===== config.mk =====
export PLATFORM = sky130hd
export DESIGN_NAME = framed_request_checker_and_reply
export DESIGN_NICKNAME = d
export VERILOG_FILES = /design/src/hdl/frcr_pkg.sv /design/src/hdl/framed_request_checker_and_reply.sv
export SDC_FILE = /design/constraint.sdc
export NUM_CORES = 1
export LEC_CHECK = 0
export BUFFER_PORTS_ARGS = -buffer_cell sky130_fd_sc_hd__buf_4
export CAP_MARGIN = 15
export CORE_ASPECT_RATIO = 0.75
export CORE_MARGIN = 3
export CORE_UTILIZATION = 44
export DETAILED_ROUTE_END_ITERATION = 10
export REMOVE_ABC_BUFFERS = 1
export SYNTH_ARGS = -nofsm -noshare
export SYNTH_HDL_FRONTEND = slang
export SYNTH_SLANG_ARGS = --single-unit

===== constraint.sdc =====
create_clock -name clk -period 6.2 [get_ports clk]
set_input_delay 0.31 -clock clk [delete_from_list [all_inputs] [get_ports clk]]
set_output_delay 0.31 -clock clk [all_outputs]
set_load 0.05 [all_outputs]

===== src/hdl/frcr_pkg.sv =====
// ----------------------------------------------------------------------------
// frcr_pkg - shared constants and helpers for the framed request checker
// Register indexes, frame positions and the ASCII hex conversions.
// ----------------------------------------------------------------------------
package frcr_pkg;

	// configuration register indexes
	localparam logic [2:0] REG_HEADER     = 3'd0;
	localparam logic [2:0] REG_FOOTER     = 3'd1;
	localparam logic [2:0] REG_TYPE_LOW   = 3'd2;
	localparam logic [2:0] REG_TYPE_HIGH  = 3'd3;
	localparam logic [2:0] REG_ACK_CODE   = 3'd4;
	localparam logic [2:0] REG_ERROR_CODE = 3'd5;

	// frame byte positions
	localparam logic [2:0] POS_HEADER  = 3'd0;
	localparam logic [2:0] POS_TYPE    = 3'd1;
	localparam logic [2:0] POS_FOOTER  = 3'd2;
	localparam logic [2:0] POS_CSUM_HI = 3'd3;
	localparam logic [2:0] POS_CSUM_LO = 3'd4;

	// reply length in bytes
	localparam logic [2:0] REPLY_LEN = 3'd5;

	// register reset values
	localparam logic [7:0] HEADER_RST     = 8'h02;
	localparam logic [7:0] FOOTER_RST     = 8'h03;
	localparam logic [7:0] TYPE_LOW_RST   = 8'h01;
	localparam logic [7:0] TYPE_HIGH_RST  = 8'h04;
	localparam logic [7:0] ACK_CODE_RST   = 8'h05;
	localparam logic [7:0] ERROR_CODE_RST = 8'h06;

	// decode one ASCII hex character; non-hex characters still map to a nibble
	function automatic logic [3:0] hex_char_value(input logic [7:0] c);
		logic [7:0] v;
		if (c <= 8'h39) begin
			v = c;
		end else if (c <= 8'h46) begin
			v = c - 8'h37;
		end else begin
			v = c - 8'h57;
		end
		return v[3:0];
	endfunction

	// encode one nibble as an upper-case ASCII hex character
	function automatic logic [7:0] nibble_char(input logic [3:0] n);
		logic [7:0] r;
		if (n >= 4'd10) begin
			r = {4'd0, n} + 8'd55;
		end else begin
			r = {4'd0, n} | 8'h30;
		end
		return r;
	endfunction

endpackage


===== src/hdl/framed_request_checker_and_reply.sv =====
// ----------------------------------------------------------------------------
// framed_request_checker_and_reply - five-byte request checker with reply
// Checks header, type range, footer and hex checksum; sends a five-byte reply.
// ----------------------------------------------------------------------------
// Usage:
//   Received bytes enter on the s_* stream, one item per byte. Every five
//   bytes form a frame: header, type, footer, checksum high and low hex
//   characters. The fifth byte of a frame produces five reply items on the
//   m_* stream: header, ack or error code, footer and two upper-case hex
//   characters of (header + footer + code) mod 256; m_tlast marks the fifth.
//   Bytes 0..3 of a frame produce no item.
//   Flow: an input item lands in the input register, is checked there, and
//   the fifth byte of a frame loads the reply buffer once it is free; each
//   reply item then moves into the output register that drives m_*.
//   Throughput: one input item per cycle while no reply is draining. The
//   single reply buffer holds the fifth byte of the next frame back until
//   its five items have moved into the output register, one per cycle.
//   A stalled receiver (m_tready low) holds the output register, which in
//   turn holds the reply buffer; the first four bytes of a new frame are
//   still taken meanwhile.
//   Reset clears the frame position, checks, reply buffer and output valid
//   and loads the default register values. Write configuration through
//   cfg_we/cfg_index/cfg_data only while the block is idle; writes to an
//   index beyond the list are ignored.
// ----------------------------------------------------------------------------
module framed_request_checker_and_reply (
	input  logic       clk,
	input  logic       arst_n,
	// receive stream
	input  logic       s_tvalid,
	output logic       s_tready,
	input  logic [7:0] s_tdata,   // [7:0] rx_byte
	// reply stream
	output logic       m_tvalid,
	input  logic       m_tready,
	output logic [7:0] m_tdata,   // [7:0] tx_byte
	output logic       m_tlast,   // reply_last
	// configuration write port
	input  logic       cfg_we,
	input  logic [2:0] cfg_index,
	input  logic [7:0] cfg_data
);
	import frcr_pkg::*;

	// configuration registers
	logic [7:0] header_q, footer_q, type_low_q, type_high_q, ack_code_q, error_code_q;

	// input register
	logic       rx_valid_s1;
	logic [7:0] rx_s1;

	// frame state
	logic [2:0] pos_q;
	logic [7:0] sum_q;
	logic       bad_q;
	logic [3:0] upper_q;

	// reply buffer
	logic [2:0] reply_idx_q;   // reply bytes still to move into the output register
	logic [7:0] rep_header_q, rep_code_q, rep_footer_q, rep_sum_q;

	// control
	logic       is_final;
	logic       consume;
	logic       out_load;
	logic [7:0] recv;
	logic [7:0] code;
	logic [7:0] reply_sum;
	logic [7:0] out_byte;

	// the final frame byte needs a free reply buffer; other bytes pass freely
	assign is_final = pos_q[2];
	assign consume  = rx_valid_s1 && (!is_final || (reply_idx_q == 3'd0));
	assign s_tready = !rx_valid_s1 || consume;
	assign out_load = (reply_idx_q != 3'd0) && (!m_tvalid || m_tready);

	// checksum compare and reply code
	assign recv      = {upper_q, hex_char_value(rx_s1)};
	assign code      = (bad_q || (recv != sum_q)) ? error_code_q : ack_code_q;
	assign reply_sum = header_q + footer_q + code;

	// configuration writes
	always_ff @(posedge clk or negedge arst_n) begin
		if (!arst_n) begin
			header_q     <= HEADER_RST;
			footer_q     <= FOOTER_RST;
			type_low_q   <= TYPE_LOW_RST;
			type_high_q  <= TYPE_HIGH_RST;
			ack_code_q   <= ACK_CODE_RST;
			error_code_q <= ERROR_CODE_RST;
		end else if (cfg_we) begin
			case (cfg_index)
				REG_HEADER:     header_q     <= cfg_data;
				REG_FOOTER:     footer_q     <= cfg_data;
				REG_TYPE_LOW:   type_low_q   <= cfg_data;
				REG_TYPE_HIGH:  type_high_q  <= cfg_data;
				REG_ACK_CODE:   ack_code_q   <= cfg_data;
				REG_ERROR_CODE: error_code_q <= cfg_data;
				default: ;   // drop writes beyond the list
			endcase
		end
	end

	// input register: hold while the final byte waits for the reply buffer
	always_ff @(posedge clk or negedge arst_n) begin
		if (!arst_n) begin
			rx_valid_s1 <= 1'b0;
		end else if (s_tready) begin
			rx_valid_s1 <= s_tvalid;
		end
	end

	always_ff @(posedge clk) begin
		if (s_tready && s_tvalid) begin
			rx_s1 <= s_tdata;
		end
	end

	// frame checks, one byte per consume
	always_ff @(posedge clk or negedge arst_n) begin
		if (!arst_n) begin
			pos_q   <= POS_HEADER;
			sum_q   <= 8'd0;
			bad_q   <= 1'b0;
			upper_q <= 4'd0;
		end else if (consume) begin
			case (pos_q)
				POS_HEADER: begin
					sum_q <= rx_s1;
					bad_q <= (rx_s1 != header_q);
					pos_q <= POS_TYPE;
				end
				POS_TYPE: begin
					sum_q <= sum_q + rx_s1;
					if ((rx_s1 < type_low_q) || (rx_s1 > type_high_q)) begin
						bad_q <= 1'b1;
					end
					pos_q <= POS_FOOTER;
				end
				POS_FOOTER: begin
					sum_q <= sum_q + rx_s1;
					if (rx_s1 != footer_q) begin
						bad_q <= 1'b1;
					end
					pos_q <= POS_CSUM_HI;
				end
				POS_CSUM_HI: begin
					upper_q <= hex_char_value(rx_s1);
					pos_q   <= POS_CSUM_LO;
				end
				default: begin
					// last byte: start a fresh frame
					pos_q   <= POS_HEADER;
					sum_q   <= 8'd0;
					bad_q   <= 1'b0;
					upper_q <= 4'd0;
				end
			endcase
		end
	end

	// reply buffer: load on the final byte, count down as items leave
	always_ff @(posedge clk or negedge arst_n) begin
		if (!arst_n) begin
			reply_idx_q <= 3'd0;
		end else if (consume && is_final) begin
			reply_idx_q <= REPLY_LEN;
		end else if (out_load) begin
			reply_idx_q <= reply_idx_q - 3'd1;
		end
	end

	always_ff @(posedge clk) begin
		if (consume && is_final) begin
			rep_header_q <= header_q;
			rep_code_q   <= code;
			rep_footer_q <= footer_q;
			rep_sum_q    <= reply_sum;
		end
	end

	// pick the reply byte for the current count
	always_comb begin
		case (reply_idx_q)
			3'd5:    out_byte = rep_header_q;
			3'd4:    out_byte = rep_code_q;
			3'd3:    out_byte = rep_footer_q;
			3'd2:    out_byte = nibble_char(rep_sum_q[7:4]);
			3'd1:    out_byte = nibble_char(rep_sum_q[3:0]);
			default: out_byte = 8'd0;
		endcase
	end

	// output register
	always_ff @(posedge clk or negedge arst_n) begin
		if (!arst_n) begin
			m_tvalid <= 1'b0;
		end else if (out_load) begin
			m_tvalid <= 1'b1;
		end else if (m_tready) begin
			m_tvalid <= 1'b0;
		end
	end

	always_ff @(posedge clk) begin
		if (out_load) begin
			m_tdata <= out_byte;
			m_tlast <= (reply_idx_q == 3'd1);
		end
	end

	// ---- assertions ----
	a_reply_idx_range: assert property (@(posedge clk) disable iff (!arst_n)
		reply_idx_q <= REPLY_LEN)
		else $error("reply count out of range");

	a_pos_range: assert property (@(posedge clk) disable iff (!arst_n)
		pos_q <= POS_CSUM_LO)
		else $error("frame position out of range");

	a_final_loads_reply: assert property (@(posedge clk) disable iff (!arst_n)
		(consume && is_final) |=> (reply_idx_q == REPLY_LEN) && (pos_q == POS_HEADER))
		else $error("final byte did not start a full reply");

	a_last_on_fifth: assert property (@(posedge clk) disable iff (!arst_n)
		(out_load && (reply_idx_q == 3'd1)) |=> (m_tvalid && m_tlast))
		else $error("fifth reply item not marked last");

endmodule


; Yosys cells after proc, flatten, opt, wreduce, memory -nomap -nowiden
; Index checks and enable logic that the tools add are counted.
; Widths: inputs -> output; s select.
[word_totals]
regBits = 118
in_bits = 24
output_inout_bits = 11
elab_cells = 99
[classes]
addsub = 8
magnitude_cmp = 6
eq_ne = 18
muxes = 16
n_bitwise = 2
n_reduce_logical = 29
[ops]
columns = cell, count
row1 = $pmux 8 s5, 1
row2 = $add 8x8->8, 3
row3 = $ne 8x8->1, 3
row4 = $pmux 8 s3, 1
row5 = $eq 3x2->1 const B, 6
row6 = $reduce_and 2->1, 8
row7 = $add 4x6->7 const B, 2
row8 = $mux 7, 2
row9 = $eq 3x3->1 const B, 4
row10 = $pmux 3 s4, 1
row11 = $eq 3x1->1 const B, 3
row12 = $logic_not 3->1, 3
row13 = $ge 4x4->1 const B, 2
row14 = $gt 8x8->1, 1
row15 = $le 8x6->1 const B, 1
row16 = $le 8x7->1 const B, 1
row17 = $lt 8x8->1, 1
row18 = $mux 4, 2
row19 = $mux 8, 1
row20 = $pmux 4 s2, 1
row21 = $sub 4x3->4 const B, 2
row22 = $mux 3, 2
row23 = $logic_or 1x1->1, 5
row24 = $logic_and 1x1->1, 4
row25 = 11 further kinds, 19

; Logic depth before layout (Yosys ltp)
; Gate-level depths: netlist of run 1.
[logic_depth]
word_depth = 7
depth_mapped = 20
depth_no_buf = 19

; Least setup slack after synthesis of run 1
; Ideal clock, no wire load.
[synth_path]
path_kind = flip-flop to flip-flop
startpoint = reg rx_s1[0]
endpoint = reg rep_sum_q[7], data pin
setup_ps = 258
t_arrival_ps = 4057
required_ps = 5942
path_slack_ps = 1885
stages_incl_launch_ff = 20
path_buffers = 1
period_less_slack_ps = 4315
cell_sequence = edfxtp_1 > clkbuf_1 > inv_1 > ha_1 > o21bai_4 > a21boi_2 > mux2_4 > mux2i_2 > nand4_4 > mux2_2 > fa_1 > ha_1 > fa_1 > a21oi_1 > nor2_1 > o21ai_0 > nand2b_1 > a21oi_1 > xnor2_1 > xnor2_1
[synth_via]
elab_chain_len = 7
elab_cells_between_ends = 10
classes_between = 3 x add/sub / 2 x order compare / 1 x eq/ne / 3 x mux / 1 x reduce/logical
[synth_lines]
columns = item, line
row1 = from (decl), framed_request_checker_and_reply.sv:50  ; logic [7:0] rx_s1;
row2 = from (signal assigned), framed_request_checker_and_reply.sv:115  ; rx_s1 <= s_tdata;
row3 = $le 8x7->1 / $sub 4x3->4 (equally long branches), "frcr_pkg.sv:38, frcr_pkg.sv:39, frcr_pkg.sv:41"
row4 = $mux 4, frcr_pkg.sv:38  ; end else if (c <= 8'h46) begin
row5 = $mux 4 (*), -
row6 = $ne 8x8->1 (*), framed_request_checker_and_reply.sv:79  ; assign code = (bad_q || (recv != sum_q)) ? error_code_q : ack_code_q;
row7 = $logic_or 1x1->1 (*), framed_request_checker_and_reply.sv:79
row8 = $mux 8 (*), framed_request_checker_and_reply.sv:79
row9 = net code[1], framed_request_checker_and_reply.sv:67  ; logic [7:0] code;
row10 = $add 8x8->8 (*), framed_request_checker_and_reply.sv:80  ; assign reply_sum = header_q + footer_q + code;
row11 = net reply_sum[7], framed_request_checker_and_reply.sv:68  ; logic [7:0] reply_sum;
row12 = to (signal assigned), framed_request_checker_and_reply.sv:178  ; rep_sum_q <= reply_sum;
row13 = to (decl), framed_request_checker_and_reply.sv:60  ; logic [7:0] rep_header_q, rep_code_q, rep_footer_q, rep_sum_q;
; Mark *: on every way through the listed nets, which the timed path passes. The rest lies on a longest branch.
; A chain may end at the register's enable or synchronous reset.

; Worst setup path in the final report of run 1
[layout_path]
startpoint = reg rx_s1[1]
endpoint = reg rep_sum_q[7], data pin
; Same word-level chain as after synthesis.

==> results of run 1 <==
cell usage after synthesis, drive strengths merged, types with 4 or more instances:
cell and instances:
ha 40, a22oi 10, inv 46, clkbuf 10, nor3 8, a211o 5, xor2 17, mux2 44
fa 9, nand2 47, o31ai 4, dfstp 9, nor2b 5, a21o 5, nand3 5, dfrtp 60
xnor2 26, a32oi 5, nand4 4, nand2b 8, o21ai 42, a21oi 17, buf 4, edfxtp 49
and3 4, nor2 21
cells by family (layout without fill, tap and decap cells):
group / after synthesis / in the layout / share of synthesized area
DFF: 118 / 118 / 0.508
xor gates and xnor gates: 43 / 43 / 0.0596
buffers and inverters: 60 / 118 / 0.0370
adders and majority gates: 49 / 49 / 0.108
muxes: 47 / 47 / 0.0849
and+or+nand+nor: 115 / 115 / 0.0896
AOI/OAI and AO/OA: 110 / 110 / 0.114
cell type report:
type / count / share of cell area
clock buffer: 22 / 0.0603
clock inverter: 10 / 0.0177
inverter: 46 / 0.0234
multi-input combinational: 364 / 0.393
sequential: 118 / 0.436
tap: 175 / 0.0297
timing repair buffer: 40 / 0.0404
path summary, 6_finish.rpt:
path | startpoint | end | slack (ns)
min in group clk | s_tdata[5] | rx_s1[5] | 0.07
setup reg to reg | rx_s1[1] | rep_sum_q[7] | 1.49
hold / removal | arst_n | sum_q[6] | 0.01
max in group asynchronous | arst_n | type_high_q[3] | 5.57
hold reg to reg | error_code_q[5] | error_code_q[5] | 0.50
setup / recovery | rx_s1[1] | rep_sum_q[7] | 1.49
sequential cells by signal, indices dropped and copies added (netlist names), 8 cells and up:
name          count
rep_header_q      8
rep_code_q        8
m_tdata           8
rx_s1             8
header_q          8
rep_footer_q      8
rep_sum_q         8
type_low_q        8
footer_q          8
ack_code_q        8
sum_q             8
type_high_q       8
error_code_q      8
metal layers:
layer	track usage	vias to the layer above	routed length (um)
li1	-	2031	-
met1	0.301	2142	7310
met2	0.269	127	5890
met3	0.0500	16	840
met4	0.0646	0	173
met5	0	-	0
worst register-to-register path, cell delays in order (launching register included):
cell and delay (ns):
edfxtp_1 0.58, inv_1 0.18, ha_1 0.25, o21bai_4 0.14, a21boi_2 0.10, o31ai_1 0.41
xnor2_1 0.22, nand4_4 0.24, mux2_2 0.38, fa_1 0.45, ha_1 0.24, fa_1 0.40
a21oi_1 0.19, nor2_1 0.07, o21ai_0 0.15, nand2b_1 0.07, a21oi_1 0.17, xnor2_1 0.10
xnor2_1 0.12
power groups by stage:
stage / Sequential [mW] / Combinational, mW / Clock (mW)
after detailed placement: 1.41 / 1.38 / 0
final: 1.40 / 1.39 / 0.972
after global placement: 1.41 / 1.35 / 0
after floorplan: 1.42 / 0.957 / 0
after global routing: 1.44 / 1.57 / 1.02
after CTS: 1.40 / 1.39 / 0.986
==> impl_results.md, run 1 <==
- Status: completed
- Fin util: 0.530
- Core area: about 14000 um^2
- Max Cap Violations: 0
- Hold crit path type: input pin to async pin
- Post-route setup TNS: 0 ns
- Worst hold slack: 0.0101 ns
- Synth Warn #: 0
- Placed inst area: between 6000 and 7000 um^2
- Tightest Pin Transition: around 1.1 ns
- Crit-path cells: inv_1, ha_1, o21bai_4, a21boi_2, o31ai_1, xnor2_1, nand4_4, mux2_2, fa_1, ha_1, fa_1, a21oi_1, nor2_1, o21ai_0, nand2b_1, a21oi_1, xnor2_1, xnor2_1
- CP max stage cell: edfxtp_1
- Die W: between 100 and 150 um
- Row count: 37
- DRC violations left: 0
- H-tree Lvls: 4
- Number of CTS-inserted buffers: 17
- Sequential share of the synthesized area: 0.508
- Synth cell types: 55
- Top Family by Delay on Critical Path: adder cells
- Comb power frac: 0.369
- Clk_skew: ~0.0077 ns
- Io pins: 35
- Post-synth EDFFs: a little under 50
- Number of port buffers: 34
- Yosys top cell area share: 0.237
- Critical Path End Type: flip-flop
- Die H: 110 um
- Vias in the first global route: roughly 4300
- Static Leak: approximately 3.2 nW
- Unrepaired setup endpoints after global routing: no
- Dpl ws: 1.48 ns
- WP data arrival: ~5 ns
- Fmax achieved: roughly 210 MHz
- Layout cells sized above 1: 0.210
- Vias/cell: 5.57
- Via count: 4316
- CP Max Fanout: 10
- Power Dens Cells: roughly 500 nW/um^2
- Initial core utilization: 0.455
- Synth Register Bits: between 100 and 150
- HPWL Detailed: just over 10000 um
- GPL Wtd Cong: 0.845
- Iteration-0 DRC Markers: 274
- Final net count: 660
- Post-route design area: between 7000 and 8000 um^2
- Final total power: about 3.8 mW
- Initial antenna violation count: 0
- Area growth, synth to finish: 16.5%
- Final setup fails: 0
- Clk pwr share: 0.258
- Kind of critical path: flip-flop to flip-flop
- Synth async-reset ratio: 0.585
- Post-Syn Instances: 542
- Largest net degree at the start of global routing: 70
- Clock sinks: between 100 and 150
- Cts repair resizes: 0
- Commonest non-fill, non-tap cell in the layout: dfrtp_1
- Clock latency at the later pin of the worst-skew pair: roughly 0.42 ns
- Multi-input gate area: approximately 2900 um^2
- Antenna cell count: 0
- Post-route setup slack: ~1.5 ns
- Gr ovfl total: 0
- CTS root buf: clkbuf_16
- Cell Area, Synth: between 6000 and 7000 um^2
- Filler Cell Count: approximately 1200
- Path depth of the worst reg2reg path: 18
- Worst path depth: 18
- DRT Pass-1 Iters: 5
- Routed WL: 14200 um
- Max VDD drop: approximately 230 uV
- Commonest non-fill, non-tap cells in the layout: dfrtp_1, edfxtp_1, nand2_1, inv_1, mux2_2
- Sequential Power Share: 0.373
- Final cell count without fillers: between 700 and 800
- Post-layout min period: about 4.7 ns
- P_int: 2.37 mW
- Sw Share: 0.369
- Reg area: roughly 3200 um^2
- Hold Buf Count CTS: 0
- Post-Syn Area per Cell: 11.7 um^2
- Switch Pwr: about 1.4 mW
- Overall Global Routing Usage: 0.196
- Slowest Stage Delay on Critical Path: about 0.58 ns
- Buffer count from post-CTS setup fixing: 0
- Die area: between 15000 and 20000 um^2
- Reg clk slew, reported paths: 0.06 ns
- Per-cell routed wire length: approximately 18 um
- Setup crit start kind: flip-flop
- Maximum buffer depth of the clock tree: 2
- First-pass GRT wire length: about 23000 um
- Tcrit/Tclk final: 0.760
- Most common cell on crit path: xnor2_1
- Final hold violation count: 0
- Routed Antenna Nets: 0
- CP bufs+invs: 1
- Area leader, netlist: dfrtp_1
- WP data required: between 6 and 7 ns
- Dominant synthesized flop cell: dfrtp_1
- Slew Limit Fails: 0
- Synth top area cells: dfrtp_1, edfxtp_1, ha_1, mux2_2, dfstp_2
- DP Cell Count: 741
- CTS tree: done
- Slew margin rel.: 0.262
(Power assumes the default switching activity.)
==> inputs of run 2 (changes only) <==
==> constraint.sdc (replaced) <==
create_clock -name clk -period 3.8 [get_ports clk]
set_input_delay 0.19 -clock clk [delete_from_list [all_inputs] [get_ports clk]]
set_output_delay 0.19 -clock clk [all_outputs]
set_load 0.05 [all_outputs]
==> run 2 against run 1 <==
  * The run now ends with negative setup slack left
  * Register-to-register slack lost 1.7 ns
  * Count of clock-buffer cells in the layout shrank 5
  * Global-route usage grew 0.67 points
  * Final cell count grew 6.1%
  * Clock power grew 75%
  * Power grew 76%
  * Worst setup slack lost 1.7 ns
==> impl_results.md, run 2 (synthesis results as in run 1) <==
- Status: finished, violations left
- Failing checks: negative setup slack
- Clk_skew: 0.00789 ns (+0.000221 ns)
- Tightest Pin Transition: 1.09 ns (-0.0160 ns)
- Area growth, synth to finish: 24.8%
- Crit-path cells: inv_2, ha_2, o21bai_4, a21boi_4, mux2_4, mux2i_4, nand4_4, mux2_4, fa_1, ha_2, fa_2, a21oi_2, nor2_1, o21ai_1, nand2b_1, a21oi_2, xnor2_1, xnor2_1
- Tcrit/Tclk final: 1.06 (+0.300)
- Die area: 15900 um^2 (unchanged)
- Number of port buffers: 34 (unchanged)
- Initial core utilization: 0.455 (unchanged)
- First-pass GRT wire length: 24100 um (+3.4%)
- Hold crit path type: input pin to flip-flop
- Io pins: 35 (unchanged)
- Core area: 13900 um^2 (unchanged)
- DRT Pass-1 Iters: 5 (unchanged)
- Post-route setup TNS: -0.249 ns (-0.249 ns)
- Fmax achieved: 248 MHz (+17%)
- Final setup fails: 2 (+2)
- Antenna cell count: 0 (unchanged)
- Iteration-0 DRC Markers: 343 (+25%)
- Slew margin rel.: 0.273 (+0.0110)
- DRC violations left: 0 (unchanged)
- Commonest non-fill, non-tap cell in the layout: buf_4
- Reg clk slew, reported paths: 0.06 ns (about the same)
- Filler Cell Count: 1155 (-4.5%)
- Via count: 4475 (+3.7%)
- Critical Path End Type: flip-flop
- Unrepaired setup endpoints after global routing: yes
- Die W: 144 um (unchanged)
- Die H: 110 um (unchanged)
- Row count: 37 (unchanged)
- Static Leak: 3.42 nW (+8.2%)
- Setup crit start kind: flip-flop
- Slew Limit Fails: 0 (unchanged)
- Final hold violation count: 0 (unchanged)
- H-tree Lvls: 4 (unchanged)
- Number of CTS-inserted buffers: 17 (unchanged)
- Vias in the first global route: 4475 (+5.0%)
- Max Cap Violations: 0 (unchanged)
- Commonest non-fill, non-tap cells in the layout: buf_4, dfrtp_1, edfxtp_1, nand2_1, inv_1
- Per-cell routed wire length: 18.3 um (-0.26%)
- CTS root buf: clkbuf_16
- WP data required: 3.97 ns (-2.40 ns)
- Clock latency at the later pin of the worst-skew pair: 0.41 ns (about the same)
- Post-layout min period: 4.03 ns (-0.684 ns)
- Gr ovfl total: 0 (unchanged)
- Maximum buffer depth of the clock tree: 2 (unchanged)
- Post-route setup slack: -0.228 ns (-1.72 ns)
- Max VDD drop: 340 uV (+48%)
- Overall Global Routing Usage: 0.203 (+0.00674)
- Vias/cell: 5.44 (-2.2%)
- Placed inst area: 7020 um^2 (+3.5%)
- Power Dens Cells: 840 nW/um^2 (+64%)
- Routed WL: 15000 um (+5.8%)
- CP Max Fanout: 4 (-6)
- Initial antenna violation count: 0 (unchanged)
- HPWL Detailed: 10600 um (+2.1%)
- Dpl ws: -0.504 ns (-1.98 ns)
- Final net count: 707 (+7.1%)
- Clock sinks: 118 (unchanged)
- GPL Wtd Cong: 0.896 (+6.0%)
- WP data arrival: 4.19 ns (-0.69 ns)
- CP max stage cell: fa_1
- Layout cells sized above 1: 0.281 (+0.0713)
- Slowest Stage Delay on Critical Path: 0.45 ns (-0.13 ns)
- CTS tree: done
- Kind of critical path: flip-flop to flip-flop
- Post-route design area: 7890 um^2 (+7.1%)
- Largest net degree at the start of global routing: 70 (unchanged)
- Routed Antenna Nets: 0 (unchanged)
==> run 2: cell count changes in the layout (fill, tap and decap cells not counted), moves of 4 or more <==
cell / previous run / this run
clkbuf_1: 5 / 0
buf_4: 39 / 76
ha_1: 40 / 36
dlygate4sd3_1: 0 / 10
==> run 2: critical path: cells and delay by family (launching register included) <==
family	cells	cell delay (ns)
buffers and inverters	1	0.11
flip-flops	1	0.39
XOR/XNOR	2	0.22
multiplexers	3	0.88
adder cells (fa/ha/maj)	4	1.20
AO/OA/AOI/OAI	5	0.67
AND/OR/NAND/NOR	3	0.30
==> run 2: layout make-up <==
class,count,area [um^2],share of cell area
clock inverter,15,203,0.0257
inverter,46,173,0.0219
multi-input combinational,364,2980,0.378
tap,175,219,0.0278
timing repair buffer,87,682,0.0864
clock buffer,17,425,0.0539
sequential,118,3210,0.407
==> run 2: what timing repair did <==
action | 4_1_cts | 5_1_grt
resized for setup | 12 | 9
pin swaps | 4 | 4
endpoints found under the setup margin | 4 | 4
buffers inserted | 2 | 4
endpoints found under the hold margin | 69 | 0
hold buffers | 10 | 0
==> run 2: power by group <==
group	internal, mW	switching, mW
clock network	1.10	0.600
registers	1.88	0.338
logic	1.22	1.49
total	4.20	2.43
==> run 2: path summary, 6_finish.rpt <==
path / startpoint / endpoint / slack, ns / cells past startpoint
worst max-delay path: rx_s1[1] / rep_sum_q[7] / -0.23 / 18
worst min-delay path: cfg_data[2] / type_low_q[2] / 0.06 / 3
worst max register to register: rx_s1[1] / rep_sum_q[7] / -0.23 / 18
worst min register to register: type_high_q[3] / type_high_q[3] / 0.51 / 1
max in group asynchronous: arst_n / error_code_q[4] / 2.76 / 2
min in group asynchronous: arst_n / sum_q[7] / 0.44 / 2
==> run 2: per-stage QoR <==
stage	hold slack [ns]	instances	total power, mW	utilization
5_1_grt	0.0635	822	7.05	0.568
3_5_place_dp	0.370	773	4.77	0.505
3_3_place_gp	0.365	773	4.68	0.505
4_1_cts	0.0513	817	6.57	0.562
2_1_floorplan	-0.106	528	3.88	-
6_report	0.0596	822	6.62	0.568
==> run 2: metal layers <==
layer	GRT usage	up-vias	wire length [um]	share of wire
met4	0.0553	0	219	0.015
met1	0.307	2205	7530	0.50
met5	0	-	0	0
met2	0.294	127	6390	0.42
li1	-	2119	-	-
met3	0.0457	24	898	0.060
==> inputs of run 3 (changes only) <==
--- a/config.mk
+++ b/config.mk
@@ -10,6 +10,7 @@
 export CORE_ASPECT_RATIO = 0.75
 export CORE_MARGIN = 3
 export CORE_UTILIZATION = 44
+export CTS_BUF_LIST = sky130_fd_sc_hd__clkbuf_8
 export DETAILED_ROUTE_END_ITERATION = 10
 export REMOVE_ABC_BUFFERS = 1
 export SYNTH_ARGS = -nofsm -noshare
==> run 3 against run 2 <==
  * The run still ends with negative setup slack left
  * Fmax is 0.63% lower
  * First-iteration DRC count is 3.5% higher
  * Non-clock buffer count is 1 lower
==> impl_results.md, run 3 (synthesis results as in run 1) <==
- Status: finished, violations left
- Failing checks: negative setup slack
- Initial core utilization: 0.455 (unchanged)
- Gr ovfl total: 0 (unchanged)
- Reg area: 3210 um^2 (unchanged)
- Final setup fails: 2 (unchanged)
- Multi-input gate area: 2960 um^2 (-0.67%)
- Tightest Pin Transition: 1.08 ns (-0.0104 ns)
- Unrepaired setup endpoints after global routing: yes
- Post-route setup slack: -0.254 ns (-0.0257 ns)
- Routed Antenna Nets: 0 (unchanged)
- Worst r2r src: rx_s1[1]
- Layout cells sized above 1: 0.277 (-0.00421)
- Routed WL: 14700 um (-2.3%)
- CTS root buf: clkbuf_8
- Critical R2R Capture: rep_sum_q[7]
- DR top layer: met4
- Fmax achieved: 247 MHz (-0.63%)
- Tcrit/Tclk final: 1.07 (+0.00678)
- Number of port buffers: 34 (unchanged)
- Overall Global Routing Usage: 0.201 (-0.00236)
- Crit-path cells: inv_2, ha_2, o21bai_4, a21boi_4, mux2_4, mux2i_4, nand4_4, mux2_4, fa_1, ha_2, fa_2, a21oi_2, nor2_2, o21ai_1, nand2b_1, a21oi_2, xnor2_1, xnor2_1
- Fin util: 0.552 (-0.0160)
- Commonest non-fill, non-tap cell in the layout: buf_4
- Power Dens Cells: 800 nW/um^2 (-4.8%)
- Maximum buffer depth of the clock tree: 2 (unchanged)
- Vias in the first global route: 4423 (-1.2%)
- Die W: 144 um (unchanged)
- Number of CTS-inserted buffers: 17 (unchanged)
- DRC violations left: 0 (unchanged)
- WP data required: 3.99 ns (+0.02 ns)
- Hold Path Origin: cfg_data[2]
- DRT met1 WL: 7600 um (+0.90%)
- Vias/cell: 5.40 (-0.82%)
- Io pins: 35 (unchanged)
- Final total power: 6.13 mW (-7.4%)
- Per-cell routed wire length: 17.9 um (-2.1%)
- Hold Path End: type_low_q[2]
- Critical Path End Type: flip-flop
- DRT Pass-1 Iters: 4 (-1)
- Iteration-0 DRC Markers: 355 (+3.5%)
- Hold crit path type: input pin to flip-flop
- Row count: 37 (unchanged)
- Filler Cell Count: 1177 (+1.9%)
- Clock latency at the later pin of the worst-skew pair: 0.43 ns (+0.02 ns)
- Worst hold slack: 0.0456 ns (-0.0140 ns)
- HPWL Detailed: 10600 um (unchanged)
- Commonest non-fill, non-tap cells in the layout: buf_4, dfrtp_1, edfxtp_1, nand2_1, inv_1
- H-tree Lvls: 4 (unchanged)
- Clk_skew: 0.0109 ns (+0.00299 ns)
- Reg clk slew, reported paths: 0.08 ns (+0.02 ns)
- CP max stage cell: fa_1
- Via count: 4433 (-0.94%)
- First-pass GRT wire length: 23900 um (-1.1%)
- GPL Wtd Cong: 0.896 (unchanged)
- Final net count: 706 (-0.14%)
- Die area: 15900 um^2 (unchanged)
- Slew margin rel.: 0.280 (+0.00696)
- Path depth of the worst reg2reg path: 18 (unchanged)
- Largest net degree at the start of global routing: 70 (unchanged)
- Worst Hold Path Cells: 3 (unchanged)
- Kind of critical path: flip-flop to flip-flop
- WP data arrival: 4.24 ns (+0.05 ns)
- Clock sinks: 118 (unchanged)
- Max Cap Violations: 0 (unchanged)
- Area growth, synth to finish: 21.3%
- Slew Limit Fails: 0 (unchanged)
- Antenna cell count: 0 (unchanged)
- Final hold violation count: 0 (unchanged)
- Flop-to-flop setup slack: -0.25 ns (-0.03 ns)
- Post-layout min period: 4.05 ns (+0.0257 ns)
- CTS tree: done
- Static Leak: 3.33 nW (-2.7%)
- DR WL met2: 6300 um (-1.4%)
- Max VDD drop: 324 uV (-4.6%)
- Initial antenna violation count: 0 (unchanged)
- Slowest Stage Delay on Critical Path: 0.46 ns (about the same)
- CP Max Fanout: 4 (unchanged)
- Core area: 13900 um^2 (unchanged)
- Setup crit start kind: flip-flop
- Dpl ws: -0.504 ns (unchanged)
- Met3 Routed Length: 574 um (-36%)
- Die H: 110 um (unchanged)
## run 3: worst max-delay path by stage
stage | from | endpoint | slack, ns
after global routing | rx_s1[0] | rep_sum_q[7] | -0.47
after floorplan | rx_s1[1] | rep_sum_q[7] | -0.49
after global placement | rx_s1[0] | rep_sum_q[7] | -0.35
after detailed placement | rx_s1[0] | rep_sum_q[7] | -0.50
final | rx_s1[1] | rep_sum_q[7] | -0.25
after CTS | rx_s1[1] | rep_sum_q[7] | -0.23
## run 3: stage by stage
step	std cells	cell area, um^2	TNS [ns]
6_report	821	7670	-0.341
4_1_cts	817	7620	-0.294
3_3_place_gp	773	7020	-0.431
3_5_place_dp	773	7020	-0.821
2_1_floorplan	528	6260	-0.708
5_1_grt	821	7670	-0.859
## run 3: what timing repair did
item	in CTS	in global routing
hold endpoints to repair	69	0
pin swaps	4	4
hold buffers	10	0
setup buffers	2	3
gates resized for setup	13	4
setup endpoints to repair	4	4
## run 3: final cells by class
type	count	share of cell area
Clock buffer	17	0.0305
Clock inverter	15	0.0264
Inverter	46	0.0225
Multi-Input combinational cell	364	0.386
Sequential cell	118	0.419
Tap cell	175	0.0286
Timing Repair Buffer	86	0.0875
## run 3: metal layers
layer / track usage / vias up
met1: 0.308 / 2185
met5: 0 / -
met2: 0.287 / 105
met4: 0.0632 / 0
met3: 0.0361 / 19
li1: - / 2124
## run 3: worst max-delay path, delay by kind of cell (launching register included)
family,cells,cell delay [ns]
flops,1,0.40
simple gates,3,0.28
mux,3,0.87
xor+xnor,2,0.22
buf+inv,1,0.11
fa+ha+maj,4,1.22
compound gates,5,0.70
## run 3: report_power, final
part           total [mW]  internal [mW]  switching (mW)
registers            2.21           1.88           0.334
logic                2.66           1.19            1.47
clock network        1.26          0.720           0.542
